===== src/hw/rtl/gray_histogram_rebin_core_macros.svh =====
// ----------------------------------------------------------------------------
// Assertion macros for the gray histogram rebin core
// Shared concurrent check forms, clocked on the rising edge, held off in reset.
// ----------------------------------------------------------------------------
`ifndef GRAY_HISTOGRAM_REBIN_CORE_MACROS_SVH
`define GRAY_HISTOGRAM_REBIN_CORE_MACROS_SVH

// same-cycle implication
`define GHR_ASSERT_IMPLIES(label, clk, rst, ante, cons) \
   label: assert property (@(posedge clk) disable iff (rst) (ante) |-> (cons)) \
      else $error("ghr check failed");

// next-cycle implication
`define GHR_ASSERT_NEXT(label, clk, rst, ante, cons) \
   label: assert property (@(posedge clk) disable iff (rst) (ante) |=> (cons)) \
      else $error("ghr check failed");

`endif


===== src/hw/rtl/ghr_pkg.sv =====
// ----------------------------------------------------------------------------
// ghr_pkg
// Types, constants and helper functions of the gray histogram rebin core.
// ----------------------------------------------------------------------------
package ghr_pkg;

   localparam int LEVELS  = 256;
   localparam int LEVEL_W = 8;
   localparam int COUNT_W = 23;
   localparam int WIDTH_W = 9;

   localparam logic [COUNT_W-1:0] MAX_COUNT = 23'd4194304;
   localparam logic [LEVEL_W-1:0] LEVEL_LAST = LEVEL_W'(LEVELS - 1);

   typedef logic [1:0] op_type;

   localparam op_type OP_CLEAR   = 2'd0;
   localparam op_type OP_PIXEL   = 2'd1;
   localparam op_type OP_SUMMARY = 2'd2;
   localparam op_type OP_READ    = 2'd3;

   typedef struct packed {
      logic load;
      logic clear;
      logic pix_write;
      logic walk_start;
      logic walk_issue;
      logic out_load;
   } cmd_type;

   typedef struct packed {
      logic level_last;
      logic out_free;
   } sts_type;

   function automatic logic [LEVEL_W-1:0] gray_of(input logic [7:0] r,
                                                  input logic [7:0] g,
                                                  input logic [7:0] b);
      logic [12:0] s;
      s = 13'(r) * 13'd11 + {1'b0, g, 4'b0000} + 13'(b) * 13'd5;
      return s[12:5];
   endfunction

   function automatic logic [COUNT_W-1:0] sat_add(input logic [COUNT_W-1:0] a,
                                                  input logic [COUNT_W-1:0] b);
      logic [COUNT_W:0] s;
      s = {1'b0, a} + {1'b0, b};
      if (s > {1'b0, MAX_COUNT}) begin
         return MAX_COUNT;
      end
      return s[COUNT_W-1:0];
   endfunction

endpackage


===== src/hw/rtl/ghr_ctrl.sv =====
// ----------------------------------------------------------------------------
// ghr_ctrl
// Sequencer: accepts one beat, steps the datapath through clear, pixel
// update or a level walk, then hands the result to the output register.
// ----------------------------------------------------------------------------
module ghr_ctrl (
   input  logic             clock,
   input  logic             reset,
   input  logic             req_tvalid,
   output logic             req_tready,
   input  ghr_pkg::op_type  req_op,
   input  ghr_pkg::sts_type sts,
   output ghr_pkg::cmd_type cmd
);

   localparam logic [2:0] S_IDLE   = 3'd0;
   localparam logic [2:0] S_CLEAR  = 3'd1;
   localparam logic [2:0] S_PIX_RD = 3'd2;
   localparam logic [2:0] S_PIX_WR = 3'd3;
   localparam logic [2:0] S_WALK   = 3'd4;
   localparam logic [2:0] S_DRAIN  = 3'd5;
   localparam logic [2:0] S_DONE   = 3'd6;

   logic [2:0] state_ff;
   logic [2:0] state_in;

   assign req_tready = (state_ff == S_IDLE);

   always_comb begin
      state_in = state_ff;
      cmd      = '0;
      unique case (state_ff)
         S_IDLE: begin
            if (req_tvalid) begin
               cmd.load = 1'b1;
               unique case (req_op) inside
                  ghr_pkg::OP_CLEAR: begin
                     state_in = S_CLEAR;
                  end
                  ghr_pkg::OP_PIXEL: begin
                     state_in = S_PIX_RD;
                  end
                  ghr_pkg::OP_SUMMARY, ghr_pkg::OP_READ: begin
                     cmd.walk_start = 1'b1;
                     state_in       = S_WALK;
                  end
                  default: begin
                     state_in = S_DONE;
                  end
               endcase
            end
         end
         S_CLEAR: begin
            cmd.clear = 1'b1;
            state_in  = S_DONE;
         end
         S_PIX_RD: begin
            state_in = S_PIX_WR;
         end
         S_PIX_WR: begin
            cmd.pix_write = 1'b1;
            state_in      = S_DONE;
         end
         S_WALK: begin
            cmd.walk_issue = 1'b1;
            if (sts.level_last) begin
               state_in = S_DRAIN;
            end
         end
         S_DRAIN: begin
            state_in = S_DONE;
         end
         S_DONE: begin
            if (sts.out_free) begin
               cmd.out_load = 1'b1;
               state_in     = S_IDLE;
            end
         end
         default: begin
            state_in = S_IDLE;
         end
      endcase
   end

   always_ff @(posedge clock) begin
      if (reset) begin
         state_ff <= S_IDLE;
      end else begin
         state_ff <= state_in;
      end
   end

endmodule


===== config.mk =====
export PLATFORM = sky130hd
export DESIGN_NAME = ghr_ctrl
export DESIGN_NICKNAME = d
export VERILOG_FILES = /design/src/hw/rtl/gray_histogram_rebin_core_macros.svh /design/src/hw/rtl/ghr_pkg.sv /design/src/hw/rtl/ghr_ctrl.sv
export SDC_FILE = /design/constraint.sdc
export NUM_CORES = 1
export LEC_CHECK = 0
export ABC_CLOCK_PERIOD_IN_PS = 1000
export BUFFER_PORTS_ARGS = -buffer_cell sky130_fd_sc_hd__buf_2
export CORE_AREA = 4 4 41 43
export CTS_CLUSTER_SIZE = 30
export DETAILED_ROUTE_END_ITERATION = 10
export DIE_AREA = 0 0 45 47
export SLEW_MARGIN = 15
export SYNTH_ARGS = -nofsm -noshare
export SYNTH_HDL_FRONTEND = slang
export SYNTH_SLANG_ARGS = --single-unit
export TNS_END_PERCENT = 100

===== constraint.sdc =====
create_clock -name clock -period 1 [get_ports clock]
set_input_delay 0.1 -clock clock [delete_from_list [all_inputs] [get_ports clock]]
set_output_delay 0.1 -clock clock [all_outputs]
set_load 0.03 [all_outputs]

### Word level (Yosys, flattened, before mapping)

Index checks and enable logic that the tools add are counted.

* shifts and indexed selects: 0
* divide/modulo/power cells: 0
* equality and inequality tests: 12
* bitwise gates (word level): 0
* reductions and logical operators: 5
* magnitude comparators: 0
* multipliers: 0
* add/sub/neg operators: 0
* multiplexer cells: 15

Operator list (count)
* $pmux 3 s5: 1
* $mux 1: 10
* $eq 3x3->1 const B: 3
* $mux 3: 3
* $pmux 3 s3: 1
* $eq 3x2->1 const B: 2
* $ne 2x2->1 const B: 3
* $eq 2x2->1 const B: 2
* $eq 3x1->1 const B: 1
* $logic_not 3->1: 1
* $reduce_and 3->1: 1
* $reduce_or 3->1: 1
* $eq 2x1->1 const B: 1
* $logic_not 2->1: 1
* $reduce_or 2->1: 1

* bits in writable memories: 0
* logic and storage cells: 33
* flip-flop bits (word level): 3
* bits in read-only memories: 0
* memories: 0
* bits in latches: 0
* bits of input ports: 7
* output and inout port bits: 7

### Logic depth before layout (Yosys ltp)

Gate-level depths: netlist (run 1).

* depth in word-level cells: 5
* mapped depth: 4
* depth with buffers taken out: 3

### Worst setup path after synthesis (run 1)

Ideal clock, no wire load.

* path kind: reg-to-output
* start: register state_ff[2]
* end: output port cmd[2] (netlist bit)
* data arrival time: 1.564 ns
* cell stages (with the launch flop): 4
* setup slack: -0.664 ns
* cells stage by stage: dfxtp_1 -> buf_2 -> nor3_1 -> and3_2

RTL lines
* start, declared: line ghr_ctrl.sv:24 `logic [2:0] state_ff;`
* start signal, assigned: line ghr_ctrl.sv:89 `state_ff <= state_in;`
* end, declared: line ghr_ctrl.sv:13 `output ghr_pkg::cmd_type cmd`

==> results of run 1 <==
[routing by layer]
| metal | vias up | GRT usage |
|---|---|---|
| met5 | - | 0 |
| met4 | 0 | 0.0702 |
| met3 | 0 | 0.0268 |
| met2 | 12 | 0.130 |
| met1 | 138 | 0.102 |
| li1 | 156 | - |
[final timing paths]
check                           startpoint                  endpoint  slack [ps]
setup / recovery  state_ff[2]$_SDFFE_PP0P_                    cmd[2]        -230
hold / removal                       reset  state_ff[2]$_SDFFE_PP0P_          60
hold reg to reg   state_ff[0]$_SDFFE_PP0P_  state_ff[0]$_SDFFE_PP0P_         550
setup reg to reg  state_ff[2]$_SDFFE_PP0P_  state_ff[1]$_SDFFE_PP0P_        -220
[through the flow]
step	setup slack [ps]	utilization
after floorplan	-161	-
after global placement	-42.6	0.280
after detailed placement	-79.1	0.280
after CTS	-237	0.382
after global routing	-281	0.405
final	-226	0.405
[report_power, final]
group	leakage, nW	internal (mW)	switching, mW
registers	0.0267	0.152	0.0450
clock network	0.0150	0.150	0.0686
logic	0.191	0.317	0.254
[cell usage in the layout, fill, tap and decap left out, drive strengths merged]
| cell type | n |
|---|---|
| and4bb | 1 |
| buf | 26 |
| o221a | 1 |
| nand2 | 3 |
| nor3 | 3 |
| nand2b | 2 |
| a21oi | 3 |
| and2 | 1 |
| and3 | 1 |
| clkbuf | 4 |
| dfxtp | 3 |
| o21ai | 1 |
| nor2 | 3 |
| a2111oi | 1 |
| nor3b | 2 |
| inv | 1 |
[logic make-up (layout without fill, tap and decap cells)]
group                  count (synthesis)  in the layout  synth area share
DFF                                    3              3             0.282
and+or+nand+nor                       16             16             0.459
AOI/OAI and AO/OA                      6              6             0.218
buffers and inverters                  2             31            0.0411
[what timing repair did]
| action | in CTS | in global routing |
|---|---|---|
| endpoints found under the hold margin | 0 | 0 |
| pin swaps | 2 | 3 |
| buffers inserted | 5 | 2 |
| resized for setup | 22 | 4 |
| setup endpoints to repair | 10 | 10 |
[final cells by class]
cell class / instances / area (µm²)
repair buffers: 26 / 210
inverters: 1 / 3.75
clock buffers: 4 / 26.3
fillers: 145 / 774
flip-flops and latches: 3 / 71.3
multi-input cells: 22 / 196
well taps: 15 / 18.8
[worst register-to-register path, stage by stage, from the launching register on]
cell	delay (ps)
dfxtp_4	360
buf_4	140
buf_6	100
buf_4	120
and4bb_2	270
a21oi_1	40
a21oi_1	110
==> impl_metrics.toml, run 1 <==
[outcome]
outcome = "finished with violations"
violations = "setup timing"

[place]
post-dp-hpwl_um = 537
place_congestion = 0.763
dpl_cell_area_um2 = 364
portBuffers = 13
place_inst = 60

[critical_path]
slowest_stage = "dfxtp_4"
cp.arrival_ps = 1130
crit_path_max_fanout = 6
crit_buf_inv = 1
critPathKind = "reg2out"
reg2regPathDepth = 6
crit_path_end_kind = "output pin"
cp.depth = 3
start_kind = "flip-flop"
cpPeakStageDelay_ps = 360
critPathTopFamily = "simple AND/OR/NAND/NOR gates"
cp.required_ps = 900
path_cells = "nor3_4 > and3_4 > buf_6"

[clock_tree]
cts_tree = "built"
clk_pin_slew_ps = 40
cts.sinks = 3
ctsRootBufferMaster = "clkbuf_4"
insertion_delay_ps = 230
h-tree-depth = 1
cts_buffers = 3
cts_hold_buf = 0
clock_tree.buffer_depth = 2

[pwr]
leakage_nw = 0.233
power_mw = 0.986
peakVddDrop_v = 0.000741
p_per_area_mw_per_mm2 = 1870

[die]
die-area_mm2 = 0.00212
num_rows = 13
pin_count = 14
start_util = 0.163
die_h_um = 47
core_mm2 = 0.00130
die_w_um = 45

[cells_and_area]
largest_reg_flops = 3
stdcell_area_um2 = 527
nNetsFinal = 64
final_layout_size_suffix_gt1_frac = 0.821
max_flop_register = "state_ff"
reg_top3 = "state_ff x3"
layoutNonFillerInstCount = 71
area_delta_synth_final_pct = 148
diodes = 0

[global_route]
grt_max_degree = 7
grt_overflow = 0
grt_use_total = 0.0868
grt_pass1_vias = 320
antenna_found_initial = 0
grt_pass1_wl_mm = 1.29

[detailed_routing]
wl_met2_um = 380
met1Wirelength_um = 358
drt_iter0_markers = 7
via_per_inst = 4.31
drc_errors = 0
drt_first_pass_iters = 4
drt_wl_total_um = 775
num_vias = 306
wl_per_cell_um = 10.9
ant_nets = 0
top_layer_used = "met3"
wl_met3_um = 36

[worst_hold_path]
holdPathStages = 2
hp-class = "in2reg"

[synthesis]
synth-edff-count = 0
async_flop_share = 0
ys_seq_area_frac = 0.282
synth.distinct_cells = 16
synth_area_leader_cell = "dfxtp_1"
synth_common_cells = "a21oi_1, dfxtp_1, nand2_1, nor2_1, nor3_1"
synth_warnings = 0
synth.net_count = 34
synth_flop_cell = "dfxtp_1"
syn_area_um2 = 213
netlist.area_leader.share = 0.282
synth_seq_cells = 3
syn_area_per_cell_um2 = 7.88
synthTopCellsByArea = "dfxtp_1, a21oi_1, nor3_1"
postSynthCellCount = 27

[timing]
timing.final.crit_share = 1.23
fin_skew_ps = 1.55
max_slew_margin = 0.841
setup_violations = 10
fmax_mhz = 816
worstMarginPinSlew_ps = 238
whs_ps = 55.0
final-hold-violation-count = 0
timing.final.ws_setup_ps = -226
setup_tns_ps = -1540
layout_min_cycle_time_ps = 1230
rsz0062_at_grt = "yes"
finalMaxSlewViolations = 0

[job]
maxCapViolCount = 0
No activity file was read; power rests on OpenSTA's default activity.
==> run 2, diff against run 1 <==
--- a/config.mk
+++ b/config.mk
@@ -5,6 +5,7 @@
 export SDC_FILE = /design/constraint.sdc
 export NUM_CORES = 1
 export LEC_CHECK = 0
+export ABC_AREA = 1
 export ABC_CLOCK_PERIOD_IN_PS = 1000
 export BUFFER_PORTS_ARGS = -buffer_cell sky130_fd_sc_hd__buf_2
 export CORE_AREA = 4 4 41 43
==> run 2 against run 1 <==
Critical path depth increased by 1. The run still ends with setup timing left. Register-to-register slack gained 170 ps. First-iteration DRC count decreased by 86%. Count of clock-buffer cells in the layout did not move. Area after synthesis is 7.6% higher. Critical endpoint unchanged. Via count up 12%. Final area shrank 3.1%. Worst hold slack lost 8.4 ps. Sequential share of layout area increased by 0.43 points.
==> impl_metrics.toml, run 2 <==
[outcome]
outcome = "finished with violations"
violations = "setup timing"

[worst_hold_path]
hp-class = "in2reg"
min_from = "reset"

[timing]
whs_ps = 46.6
final-hold-violation-count = 0
fmax_mhz = 869
timing.final.crit_share = 1.15
fin_skew_ps = 3.20
layout_min_cycle_time_ps = 1150
timing.final.ws_setup_ps = -150
worstMarginPinSlew_ps = 168
max_slew_margin = 0.887
rsz0062_at_grt = "yes"
finalMaxSlewViolations = 0
setup_violations = 9
setup_tns_ps = -825

[synthesis]
netlist.area_leader.share = 0.262
synth-edff-count = 0
syn_area_per_cell_um2 = 5.45
synth.most_common_cell = "nor2_1"
synth_area_leader_cell = "dfxtp_1"
synth_common_cells = "nor2_1, inv_1, nand2_1"
synth.net_count = 49
synth_flop_cell = "dfxtp_1"
async_flop_share = 0
synth_seq_cells = 3
synth.distinct_cells = 9
ys_seq_area_frac = 0.262
postSynthCellCount = 42
syn_area_um2 = 229
synthTopCellsByArea = "dfxtp_1, nor2_1, inv_1"
synth_warnings = 0

[pwr]
p_per_area_mw_per_mm2 = 3620
cell_internal_pwr_mw = 0.963
p_clk_frac = 0.112
combPwrFrac = 0.708
peakVddDrop_v = 0.000995
power_mw = 1.85
switching_share = 0.479
net-switching-power_mw = 0.886
leakage_nw = 0.276
seqPwrFrac = 0.180

[cells_and_area]
nNetsFinal = 74
max_flop_register = "state_ff"
stdcell_area_um2 = 510
diodes = 0
final_cell_mix = "inv_1, buf_6, buf_4"
area_delta_synth_final_pct = 123
largest_reg_flops = 3
reg_top3 = "state_ff x3"
final_layout_size_suffix_gt1_frac = 0.636

[clock_tree]
clock_tree.buffer_depth = 2
cts_hold_buf = 0
cts.sinks = 3
insertion_delay_ps = 230
cts_tree = "built"
cts_buffers = 3
h-tree-depth = 1
clk_pin_slew_ps = 40
ctsRootBufferMaster = "clkbuf_4"

[detailed_routing]
ant_nets = 0
num_vias = 342
drt_wl_total_um = 766
via_per_inst = 4.22
drt_iter0_markers = 1
wl_per_cell_um = 9.46
drt_first_pass_iters = 4
drc_errors = 0

[die]
pin_count = 14
die-area_mm2 = 0.00212
start_util = 0.176
die_w_um = 45
die_h_um = 47
core_mm2 = 0.00130
num_rows = 13

[critical_path]
crit_path_max_fanout = 4
rr_startpoint = "state_ff[0]$_SDFFE_PP0P_"
startpoint = "state_ff[0]$_SDFFE_PP0P_"
crit_path_end_kind = "output pin"
cp.arrival_ps = 1050
cp.required_ps = 900
start_kind = "flip-flop"
critPathKind = "reg2out"

[global_route]
grt_pass1_wl_mm = 1.17
antenna_found_initial = 0
grt_pass1_vias = 300
gr-usage-met2 = 0.127
grtUsageMet3 = 0.0498
grt_overflow = 0
grt_use_total = 0.0789
busiest_layer = "met2"
grt_max_degree = 5
use_met1 = 0.0816

[place]
place_congestion = 0.721
portBuffers = 13
post-place-ws_ps = -16.9
post-dp-hpwl_um = 553
dpl_cell_area_um2 = 363

[job]
maxCapViolCount = 0
run 2: cell count changes in the layout (fill, tap and decap cells not counted), moves of 3 or more:
cell and delta:
buf_4 -5, nand3_2 +3, nor2_1 +5, nor2_2 +4, inv_1 +7
run 2: worst paths after layout:
kind	to	slack [ps]	cells after the start
hold / removal	state_ff[0]$_SDFFE_PP0P_	50	2
hold reg to reg	state_ff[0]$_SDFFE_PP0P_	680	4
setup reg to reg	state_ff[1]$_SDFFE_PP0P_	-50	6
setup / recovery	cmd[2]	-150	4
run 2: what timing repair did:
item / 4_1_cts / 5_1_grt
setup buffers: 3 / 0
setup endpoints to repair: 9 / 10
pin swaps: 4 / 8
gates resized for setup: 21 / 12
run 2: cell type report:
cell class              instances  area (µm²)
clock buffers                   4        26.3
fillers                       156         791
inverters                       9        36.3
multi-input cells              30         196
flip-flops and latches          3        71.3
well taps                      15        18.8
repair buffers                 20         161
run 2: critical path, cell delays in order, from the launching register on:
cell and delay [ps]:
dfxtp_4 350, nor2_4 120, nand2_2 80, nor3_2 100, buf_4 180
run 2: layer usage:
metal	routed length, µm	up-vias
met1	305	151
met4	0	0
li1	-	180
met5	0	-
met2	383	11
met3	77	0
run 2: kinds of logic (layout without fill, tap and decap cells):
group,count (synthesis),count (layout),share of synthesized area
AOI/OAI and AO/OA,3,3,0.0656
buffers and inverters,9,33,0.148
and+or+nand+nor,27,27,0.525
DFF,3,3,0.262
run 2: through the flow:
step,instances,util
2_1_floorplan,42,-
3_3_place_gp,74,0.279
3_5_place_dp,74,0.279
4_1_cts,81,0.357
5_1_grt,81,0.392
6_report,81,0.392
run 2: power by group through the flow:
stage / registers, mW / clock network [mW] / logic (mW)
CTS: 0.296 / 0.217 / 1.20
global route: 0.356 / 0.229 / 1.41
floorplan: 0.257 / 0 / 0.627
finish: 0.332 / 0.207 / 1.31
detailed placement: 0.246 / 0 / 0.935
global placement: 0.240 / 0 / 0.929
